===== config.mk =====
export PLATFORM = sky130hd
export DESIGN_NAME = rc5_block_cipher_unit
export DESIGN_NICKNAME = d
export VERILOG_FILES = /design/src/rtl/core/rc5_pkg.sv /design/src/rtl/core/rc5_key_ram.sv /design/src/rtl/core/rc5_round_unit.sv /design/src/rtl/core/rc5_engine.sv /design/src/rtl/core/rc5_block_cipher_unit.sv
export SDC_FILE = /design/constraint.sdc
export NUM_CORES = 2
export LEC_CHECK = 0
export ABC_AREA = 1
export BUFFER_PORTS_ARGS = -buffer_cell sky130_fd_sc_hd__buf_2
export CELL_PAD_IN_SITES_DETAIL_PLACEMENT = 1
export CELL_PAD_IN_SITES_GLOBAL_PLACEMENT = 2
export CORE_UTILIZATION = 28
export CTS_CLUSTER_SIZE = 10
export DETAILED_ROUTE_END_ITERATION = 6
export PLACE_DENSITY_LB_ADDON = 0.1
export SYNTH_ARGS = -nofsm -noshare
export SYNTH_HDL_FRONTEND = slang
export SYNTH_SLANG_ARGS = --single-unit

===== constraint.sdc =====
create_clock -name clk -period 8.6 [get_ports clk]
set_input_delay 1.29 -clock clk [delete_from_list [all_inputs] [get_ports clk]]
set_output_delay 1.29 -clock clk [all_outputs]
set_load 0.05 [all_outputs]

===== src/rtl/core/rc5_pkg.sv =====
// Shared types, constants and rotate helpers for the RC5-32/12/16 cipher.
// No dependencies; imported by every module of the block but rc5_checker.
package rc5_pkg;

  localparam int ROUNDS      = 12;
  localparam int TABLE_SIZE  = 2 * ROUNDS + 2;
  localparam int KEY_WORDS   = 4;
  localparam int MIX_STEPS   = 3 * ((TABLE_SIZE > KEY_WORDS) ? TABLE_SIZE : KEY_WORDS);

  localparam int IDX_W  = $clog2(TABLE_SIZE);
  localparam int KW_W   = $clog2(KEY_WORDS);
  localparam int STEP_W = $clog2(MIX_STEPS);

  localparam int WORD_W    = 32;
  localparam int KEY_REG_W = 64;
  localparam int CFG_IDX_W = 2;

  localparam logic [WORD_W-1:0] MAGIC_P = 32'hb7e15163;
  localparam logic [WORD_W-1:0] MAGIC_Q = 32'h9e3779b9;

  // Configuration register indexes
  localparam logic [CFG_IDX_W-1:0] REG_KEY_LOW  = CFG_IDX_W'(0);
  localparam logic [CFG_IDX_W-1:0] REG_KEY_HIGH = CFG_IDX_W'(1);

  // Operations of the shared round unit
  typedef enum logic [2:0] {
    OP_ADD,    // x + k
    OP_SUB,    // x - k
    OP_ENC,    // rotl(x ^ y, y) + k
    OP_DEC,    // rotr(x - k, y) ^ y
    OP_MIX_A,  // rotl(k + x + y, 3)
    OP_MIX_B   // rotl(k + x + y, x + y)
  } rc5_op_t;

  // Sequencer states
  typedef enum logic [2:0] {
    ST_IDLE,
    ST_FILL,
    ST_MIX_PRIME,
    ST_MIX_A,
    ST_MIX_B,
    ST_CIPH_PRIME,
    ST_CIPH
  } rc5_state_t;

  // Round-key table access, one write and one read address per cycle
  typedef struct packed {
    logic              we;
    logic [IDX_W-1:0]  waddr;
    logic [WORD_W-1:0] wdata;
    logic [IDX_W-1:0]  raddr;
  } rc5_ram_req_t;

  function automatic logic [WORD_W-1:0] rotl32(input logic [WORD_W-1:0] x,
                                               input logic [4:0] n);
    logic [2*WORD_W-1:0] d;
    d = {x, x} << n;
    return d[2*WORD_W-1:WORD_W];
  endfunction

  function automatic logic [WORD_W-1:0] rotr32(input logic [WORD_W-1:0] x,
                                               input logic [4:0] n);
    logic [2*WORD_W-1:0] d;
    d = {x, x} >> n;
    return d[WORD_W-1:0];
  endfunction

endpackage


===== src/rtl/core/rc5_key_ram.sv =====
// Round-key table: one write port and one registered read port.
// Depends on rc5_pkg for the table depth and the access struct.
module rc5_key_ram
  import rc5_pkg::*;
(
  input  logic              clk,
  input  rc5_ram_req_t      req,
  output logic [WORD_W-1:0] rdata
);

  logic [WORD_W-1:0] mem [TABLE_SIZE];
  logic [WORD_W-1:0] rdata_r;

  // Write one word
  always_ff @(posedge clk) begin
    if (req.we) begin
      mem[req.waddr] <= req.wdata;
    end
  end

  // Registered read
  always_ff @(posedge clk) begin
    rdata_r <= mem[req.raddr];
  end

  assign rdata = rdata_r;

endmodule


===== src/rtl/core/rc5_round_unit.sv =====
// Shared arithmetic unit: add, subtract, xor and data-dependent rotate.
// Serves both key mixing and the cipher half-rounds; depends on rc5_pkg.
module rc5_round_unit
  import rc5_pkg::*;
(
  input  rc5_op_t           op,
  input  logic [WORD_W-1:0] x,
  input  logic [WORD_W-1:0] y,
  input  logic [WORD_W-1:0] k,
  output logic [WORD_W-1:0] res
);

  logic [WORD_W-1:0] xy_sum;
  logic [WORD_W-1:0] mix_sum;

  assign xy_sum  = x + y;
  assign mix_sum = k + xy_sum;

  // Select the operation
  always_comb begin
    unique case (op)
      OP_ADD:   res = x + k;
      OP_SUB:   res = x - k;
      OP_ENC:   res = rotl32(x ^ y, y[4:0]) + k;
      OP_DEC:   res = rotr32(x - k, y[4:0]) ^ y;
      OP_MIX_A: res = rotl32(mix_sum, 5'd3);
      OP_MIX_B: res = rotl32(mix_sum, xy_sum[4:0]);
      default:  res = '0;
    endcase
  end

endmodule


===== src/rtl/core/rc5_engine.sv =====
// Sequencer and working registers for key expansion and block processing.
// Instantiates rc5_key_ram and rc5_round_unit; depends on rc5_pkg.
module rc5_engine
  import rc5_pkg::*;
(
  input  logic                 clk,
  input  logic                 rst_n,
  input  logic                 start,
  input  logic                 action,
  input  logic [WORD_W-1:0]    block_a,
  input  logic [WORD_W-1:0]    block_b,
  input  logic [KEY_REG_W-1:0] key_low,
  input  logic [KEY_REG_W-1:0] key_high,
  input  logic                 sched_valid,
  output logic                 busy,
  output logic                 sched_done,
  output logic                 res_valid,
  output logic [WORD_W-1:0]    res_a,
  output logic [WORD_W-1:0]    res_b
);

  localparam logic [IDX_W-1:0]  IDX_LAST  = IDX_W'(TABLE_SIZE - 1);
  localparam logic [STEP_W-1:0] STEP_LAST = STEP_W'(MIX_STEPS - 1);

  rc5_state_t         state_r, state_nxt;
  logic [IDX_W-1:0]   idx_r, idx_nxt;
  logic [KW_W-1:0]    j_r, j_nxt;
  logic [STEP_W-1:0]  step_r, step_nxt;
  logic [WORD_W-1:0]  fill_r, fill_nxt;
  logic [WORD_W-1:0]  mix_a_r, mix_a_nxt;
  logic [WORD_W-1:0]  mix_b_r, mix_b_nxt;
  logic [WORD_W-1:0]  blk_a_r, blk_a_nxt;
  logic [WORD_W-1:0]  blk_b_r, blk_b_nxt;
  logic               dec_r, dec_nxt;
  logic               out_valid_r, out_valid_nxt;
  logic [WORD_W-1:0]  l_r [KEY_WORDS];
  logic               l_load, l_we;

  rc5_ram_req_t       ram_req;
  logic [WORD_W-1:0]  ram_rdata;
  rc5_op_t            op;
  logic [WORD_W-1:0]  op_x, op_y, op_k, op_res;
  logic [IDX_W-1:0]   idx_wrap;
  logic [IDX_W-1:0]   idx_ciph_nxt;
  logic [IDX_W-1:0]   first_idx;
  logic               ciph_last;

  rc5_key_ram u_ram (
    .clk   (clk),
    .req   (ram_req),
    .rdata (ram_rdata)
  );

  rc5_round_unit u_unit (
    .op  (op),
    .x   (op_x),
    .y   (op_y),
    .k   (op_k),
    .res (op_res)
  );

  // Table index helpers
  assign idx_wrap     = (idx_r == IDX_LAST) ? '0 : idx_r + 1'b1;
  assign idx_ciph_nxt = dec_r ? idx_r - 1'b1 : idx_r + 1'b1;
  assign ciph_last    = dec_r ? (idx_r == '0) : (idx_r == IDX_LAST);

  // Control state
  always_ff @(posedge clk) begin
    if (!rst_n) begin
      state_r     <= ST_IDLE;
      out_valid_r <= 1'b0;
    end else begin
      state_r     <= state_nxt;
      out_valid_r <= out_valid_nxt;
    end
  end

  // Working registers
  always_ff @(posedge clk) begin
    idx_r   <= idx_nxt;
    j_r     <= j_nxt;
    step_r  <= step_nxt;
    fill_r  <= fill_nxt;
    mix_a_r <= mix_a_nxt;
    mix_b_r <= mix_b_nxt;
    blk_a_r <= blk_a_nxt;
    blk_b_r <= blk_b_nxt;
    dec_r   <= dec_nxt;
  end

  // Key words: load from the key registers, update one per mix step
  always_ff @(posedge clk) begin
    if (l_load) begin
      l_r[0] <= key_low[WORD_W-1:0];
      l_r[1] <= key_low[KEY_REG_W-1:WORD_W];
      l_r[2] <= key_high[WORD_W-1:0];
      l_r[3] <= key_high[KEY_REG_W-1:WORD_W];
    end else if (l_we) begin
      l_r[j_r] <= op_res;
    end
  end

  // Next state and datapath control
  always_comb begin
    state_nxt     = state_r;
    idx_nxt       = idx_r;
    j_nxt         = j_r;
    step_nxt      = step_r;
    fill_nxt      = fill_r;
    mix_a_nxt     = mix_a_r;
    mix_b_nxt     = mix_b_r;
    blk_a_nxt     = blk_a_r;
    blk_b_nxt     = blk_b_r;
    dec_nxt       = dec_r;
    out_valid_nxt = 1'b0;
    l_load        = 1'b0;
    l_we          = 1'b0;
    sched_done    = 1'b0;
    ram_req       = '{we: 1'b0, waddr: idx_r, wdata: op_res, raddr: idx_r};
    op            = OP_ADD;
    op_x          = blk_a_r;
    op_y          = blk_b_r;
    op_k          = ram_rdata;
    first_idx     = dec_r ? IDX_LAST : '0;

    unique case (state_r)
      ST_IDLE: begin
        if (start) begin
          blk_a_nxt = block_a;
          blk_b_nxt = block_b;
          dec_nxt   = action;
          if (sched_valid) begin
            idx_nxt   = action ? IDX_LAST : '0;
            state_nxt = ST_CIPH_PRIME;
          end else begin
            idx_nxt   = '0;
            fill_nxt  = MAGIC_P;
            l_load    = 1'b1;
            state_nxt = ST_FILL;
          end
        end
      end

      // Seed the table with P + n*Q
      ST_FILL: begin
        ram_req.we    = 1'b1;
        ram_req.wdata = fill_r;
        fill_nxt      = fill_r + MAGIC_Q;
        idx_nxt       = idx_r + 1'b1;
        if (idx_r == IDX_LAST) begin
          idx_nxt   = '0;
          j_nxt     = '0;
          step_nxt  = '0;
          mix_a_nxt = '0;
          mix_b_nxt = '0;
          state_nxt = ST_MIX_PRIME;
        end
      end

      // Fetch the first table word
      ST_MIX_PRIME: begin
        state_nxt = ST_MIX_A;
      end

      // Mix the table word and write it back
      ST_MIX_A: begin
        op         = OP_MIX_A;
        op_x       = mix_a_r;
        op_y       = mix_b_r;
        op_k       = ram_rdata;
        ram_req.we = 1'b1;
        mix_a_nxt  = op_res;
        state_nxt  = ST_MIX_B;
      end

      // Mix the key word and fetch the next table word
      ST_MIX_B: begin
        op            = OP_MIX_B;
        op_x          = mix_a_r;
        op_y          = mix_b_r;
        op_k          = l_r[j_r];
        l_we          = 1'b1;
        mix_b_nxt     = op_res;
        j_nxt         = j_r + 1'b1;
        step_nxt      = step_r + 1'b1;
        idx_nxt       = idx_wrap;
        ram_req.raddr = idx_wrap;
        state_nxt     = ST_MIX_A;
        if (step_r == STEP_LAST) begin
          sched_done = 1'b1;
          idx_nxt    = first_idx;
          state_nxt  = ST_CIPH_PRIME;
        end
      end

      // Fetch the first round key of the block
      ST_CIPH_PRIME: begin
        state_nxt = ST_CIPH;
      end

      // One half-round per beat: odd keys update word b, even keys word a
      ST_CIPH: begin
        op_k = ram_rdata;
        if (idx_r[0]) begin
          op_x = blk_b_r;
          op_y = blk_a_r;
        end else begin
          op_x = blk_a_r;
          op_y = blk_b_r;
        end
        if (idx_r < IDX_W'(2)) begin
          op = dec_r ? OP_SUB : OP_ADD;
        end else begin
          op = dec_r ? OP_DEC : OP_ENC;
        end
        if (idx_r[0]) begin
          blk_b_nxt = op_res;
        end else begin
          blk_a_nxt = op_res;
        end
        idx_nxt       = idx_ciph_nxt;
        ram_req.raddr = idx_ciph_nxt;
        if (ciph_last) begin
          out_valid_nxt = 1'b1;
          state_nxt     = ST_IDLE;
        end
      end

      default: begin
        state_nxt = ST_IDLE;
      end
    endcase
  end

  assign busy      = (state_r != ST_IDLE);
  assign res_valid = out_valid_r;
  assign res_a     = blk_a_r;
  assign res_b     = blk_b_r;

endmodule


===== src/rtl/core/rc5_block_cipher_unit.sv =====
// Top level of the RC5-32/12/16 cipher: key registers, schedule flag, engine.
// Depends on rc5_pkg and rc5_engine.

// One block is accepted at a clock edge where start is high and busy is low;
// its result shows on out_result_a/out_result_b for exactly one cycle with
// out_valid high once the fetch and 26 half-rounds are done, and busy is
// already low in that cycle so the next block can be started there. The
// half-rounds (two per round, initial whitening included) pass through the
// single shared round unit, which reads one round key per cycle from the key
// table's single read port. The first block after reset or after any write
// to key_low or key_high first expands the key: it seeds the table, fetches
// the first table word and runs 78 mixing steps, each a MIX_A and a MIX_B
// state, before its half-rounds. out_valid cannot be stalled;
// the receiver must take each result in its cycle. Key writes are taken only
// while busy and start are both low.
module rc5_block_cipher_unit
  import rc5_pkg::*;
(
  input  logic                 clk,
  input  logic                 rst_n,
  input  logic                 start,
  output logic                 busy,
  input  logic                 in_action,
  input  logic [WORD_W-1:0]    in_block_a,
  input  logic [WORD_W-1:0]    in_block_b,
  output logic                 out_valid,
  output logic [WORD_W-1:0]    out_result_a,
  output logic [WORD_W-1:0]    out_result_b,
  input  logic                 cfg_valid,
  output logic                 cfg_ready,
  input  logic [CFG_IDX_W-1:0] cfg_index,
  input  logic [KEY_REG_W-1:0] cfg_data
);

  logic [KEY_REG_W-1:0] key_low_r;
  logic [KEY_REG_W-1:0] key_high_r;
  logic                 sched_valid_r;
  logic                 cfg_fire;
  logic                 key_write;
  logic                 sched_done;

  // Take key writes only between blocks, never on the beat a block starts
  assign cfg_ready = !busy && !start;
  assign cfg_fire  = cfg_valid && cfg_ready;
  assign key_write = cfg_fire && (cfg_index == REG_KEY_LOW || cfg_index == REG_KEY_HIGH);

  // Key registers
  always_ff @(posedge clk) begin
    if (!rst_n) begin
      key_low_r  <= '0;
      key_high_r <= '0;
    end else if (cfg_fire) begin
      if (cfg_index == REG_KEY_LOW) begin
        key_low_r <= cfg_data;
      end
      if (cfg_index == REG_KEY_HIGH) begin
        key_high_r <= cfg_data;
      end
    end
  end

  // Drop the schedule on a key write, hold it once expanded
  always_ff @(posedge clk) begin
    if (!rst_n) begin
      sched_valid_r <= 1'b0;
    end else if (key_write) begin
      sched_valid_r <= 1'b0;
    end else if (sched_done) begin
      sched_valid_r <= 1'b1;
    end
  end

  rc5_engine u_engine (
    .clk         (clk),
    .rst_n       (rst_n),
    .start       (start),
    .action      (in_action),
    .block_a     (in_block_a),
    .block_b     (in_block_b),
    .key_low     (key_low_r),
    .key_high    (key_high_r),
    .sched_valid (sched_valid_r),
    .busy        (busy),
    .sched_done  (sched_done),
    .res_valid   (out_valid),
    .res_a       (out_result_a),
    .res_b       (out_result_b)
  );

endmodule


==> flow_results.org <==
** Route
- The first detailed-routing pass took 7 iterations.
- Dividing the detail-routed via count by the number of cells gives 5.344.
- The routed layout has 59330 vias.
- Final routed wirelength across all metal layers :: 341100 µm
- In this run the remaining antenna-violating nets after routing total 0.
- In the final routed layout, each cell accounts on average for 30.73 µm.
- The detailed router finished its first iteration with 5224 violations.
- In the routed design, unresolved DRC markers number 8.

** GRT
- Entering global routing, the biggest net connects 118 pins.
- Via count of the first global-routing pass :: 59600
- Global-route wire length before repair :: 471800 µm
- Initial antenna violation count :: 22
- Global routing usage summed across all routing layers :: 27.56%
- Summed over all layers, the global routing overflow is 0.

** Cells and area
- Highest-count cells in the layout ignoring fill and taps :: 1580 x nand2_1, 1135 x edfxtp_1, 928 x nor2_1
- The layout has 27280 filler cells.
- Total area of multi-input combinational cells :: 26650 µm²
- Across the whole layout, storage elements account for 37430 µm².
- Final instance area :: 79600 µm²
- The post-route netlist has 12.52% of its cells at a drive strength greater than 1.
- Most common cell after layout, fill and taps aside :: nand2_1
- Relative to the synthesized area, the layout overhead comes to 18.49%.
- The final layout contains 8071 nets.

** Synthesis
- Number of synthesis warnings :: 0
- The number of nets in the synthesized netlist is 7702.
- In this run the cell area of the synthesized design comes to 67180 µm².
- Number of different library cells in the post-synthesis netlist :: 60
- In the synthesized netlist the dominant register cell turns out to be edfxtp_1.
- Async S/R FF share, synth :: 0%
- Number of instances in the synthesized netlist :: 7432
- Total of flip-flops plus latches after synthesis :: 1302
- Number of flops mapped to enable cells by yosys :: 1135
- Share of the yosys chip area belonging to registers :: 55.71%
- Average size of a mapped cell :: 9.039 µm²

** Die
- Core box area :: 238100 µm²
- The floorplan step set the die width to 491.8 µm.
- In this run the core area contains 179 standard-cell rows.
- Once the floorplan was initialized, standard cells occupied 28.22% of the core.
- The floorplan step set the die height to 491.8 µm.
- 202 I/O pins were placed.
- The die covers 241900 µm².

** Placement
- Buffers placed on the I/O ports in this run total 201.
- Once detailed placement completed, the half-perimeter wirelength came to 239400 µm.
- The congestion estimate from routability-driven global placement came to 0.9643.
- In this run the cell area measured after placement is 74600 µm².

** Worst setup path
- Maximum fanout encountered on the critical timing path :: 26
- Class of the most critical setup path :: flip-flop to flip-flop
- For this run, the slowest stage of the critical path takes 0.60 ns.
- Worst R2R Path Depth :: 38
- In this run the critical register-to-register path is launched from u_engine.state_r[2].
- Setup crit end kind :: flip-flop
- The worst register-to-register path ends at u_engine.u_ram.mem[17][23].
- Register-to-register setup slack :: 0.37 ns
- STA classifies the critical path startpoint as a flip-flop.
- Worst Path Required :: 9.12 ns
- Cell occurring most often along the worst timing path :: nand2_1
- Critical path's slowest cell :: o221ai_1
- At the worst endpoint, the arrival time is 8.75 ns.

** STA
- Final setup vio count :: 0
- Static timing analysis puts the maximum clock frequency at 121.5 MHz.
- After layout, the minimum clock period comes to 8.230 ns.
- For the pin with the worst max-slew slack, the measured transition is 1.279 ns.
- The final-report hold violation count is 0.
- Fin Clk Skew :: 0.05624 ns
- Worst slew margin :: 14.54%
- Setup total negative slack :: 0 ns
- Of the available clock period, the critical path in the final layout requires 95.69%.
- The count of pins over their slew limit is 0.
- Setup repair after global routing left no endpoint under its margin.

** Hold path
- Worst Hold Path EP :: key_high_r[4]
- The path class of the tightest hold or removal check is flip-flop to flip-flop.
- Beginning of the worst hold path :: key_high_r[4]
- Cell depth of the worst min-delay path :: 2

** Clock tree
- The clock tree synthesis step divided the H-tree into 4 levels.
- In this run the post-CTS setup repair buffer count came out at 0.
- Buffers inserted to repair hold after CTS numbered 0.
- Buffer type at the clock tree root :: clkbuf_16
- Number of clock sinks seen by CTS :: 1302
- After clock tree synthesis, the clock-pin slew on the worst setup and hold paths is 0.06 ns.
- In this run, CTS created clock tree buffers numbering 160.
- TritonCTS built the clock tree.
- The clock passes through at most 3 buffers.
- Clk_lat worst skew :: 0.81 ns

** Flow run
- Across the run, the number of max-cap violations was 0.

** Run status
- Outcome :: complete, but fails checks
- Violations in the final reports :: design-rule violations
## cells by family after synthesis
family	synth area share [%]
AND/OR/NAND/NOR	20.80
AO/OA/AOI/OAI	14.33
flip-flops	55.71
buffers and inverters	5.215
adder cells (fa/ha/maj)	2.559
XOR/XNOR	1.095
multiplexers	0.2831
## routing by layer
metal / track usage (%) / part of all wire (%)
met5: 0 / 0.012
met4: 13.92 / 5.6
met3: 2.690 / 3.8
met2: 45.97 / 47
met1: 35.49 / 43
## flip-flops by register name (all words and copies together), names as in the netlist, 2 cells and up, named ones only
signal	flops
u_engine.res_a	32
u_engine.step_r	7
u_engine.state_r	3
u_engine.j_r	2
u_engine.mix_b_r	32
u_engine.fill_r	32
u_engine.res_b	32
u_engine.u_ram.mem	832
u_engine.mix_a_r	32
u_engine.u_ram.rdata	32
key_low_r	64
key_high_r	64
u_engine.idx_r	5
u_engine.l_r	128
## layout make-up
type / count / area share (%)
antenna: 4 / 0.01257
sequential: 1302 / 47.02
timing repair buffer: 637 / 6.055
tap: 3167 / 4.978
inverter: 469 / 2.252
multi-input combinational: 5231 / 33.47
clock inverter: 29 / 0.4999
clock buffer: 263 / 5.704
## worst max-delay path by stage
stage / from / to / slack (ns) / cells past startpoint
finish: u_engine.state_r[2] / u_engine.u_ram.mem[17][23] / 0.37 / 38
global route: u_engine.state_r[2] / u_engine.u_ram.mem[11][28] / 0.004 / 47
CTS: u_engine.state_r[1] / u_engine.u_ram.mem[12][30] / 0.04 / 48
detailed placement: u_engine.state_r[2] / u_engine.u_ram.mem[15][30] / -0.20 / 47
global placement: u_engine.state_r[1] / u_engine.u_ram.mem[13][30] / -0.22 / 48
floorplan: u_engine.state_r[0] / u_engine.u_ram.mem[0][4] / 1.79 / 44
## cells in the mapped netlist (all sizes together), types with 22 or more instances
master | count | area, µm²
o22ai | 68 | 425.4
dfxtp | 167 | 3343
nand4 | 22 | 137.6
edfxtp | 1135 | 34080
nand3 | 682 | 3448
o21ai | 819 | 4125
o211ai | 48 | 360.4
ha | 131 | 1639
clkbuf | 316 | 1186
nand3b | 33 | 247.7
o221ai | 202 | 1769
xnor2 | 31 | 271.5
xor2 | 53 | 464.2
a21oi | 257 | 1290
a32o | 23 | 230.2
nor3 | 29 | 145.1
a311oi | 22 | 192.7
nor2 | 969 | 3670
a31oi | 100 | 625.6
buf | 114 | 554.3
nand2 | 1596 | 6033
inv | 464 | 1744
or2 | 37 | 231.5
## timing repair
item                                    4_1_cts  5_1_grt
gates resized for setup                       4       14
endpoints found under the setup margin       52      413
hold endpoints to repair                      0        0
## stage by stage
stage               hold slack, ns  setup WS [ns]  cells  utilization (%)
finish                      0.4796         0.3705  11100            33.43
global route                0.5054       0.004293  11100            33.43
CTS                         0.4840        0.03686  11100            33.42
detailed placement          0.4717        -0.1954  10810            31.34
global placement            0.4642        -0.2182  10810            31.34
floorplan                   0.4554          1.791   7432                -
## worst max-delay path, delay by kind of cell, from the launching register on
family,cells,cell delay [ns]
compound gates,6,2.03
xor+xnor,1,0.19
fa+ha+maj,2,0.77
buf+inv,9,1.37
flops,1,0.46
mux,2,0.52
simple gates,18,2.56
Power is left out: the tool's default activity adds up to more than one toggle a clock period on the data nets, which glitch-free logic cannot reach.
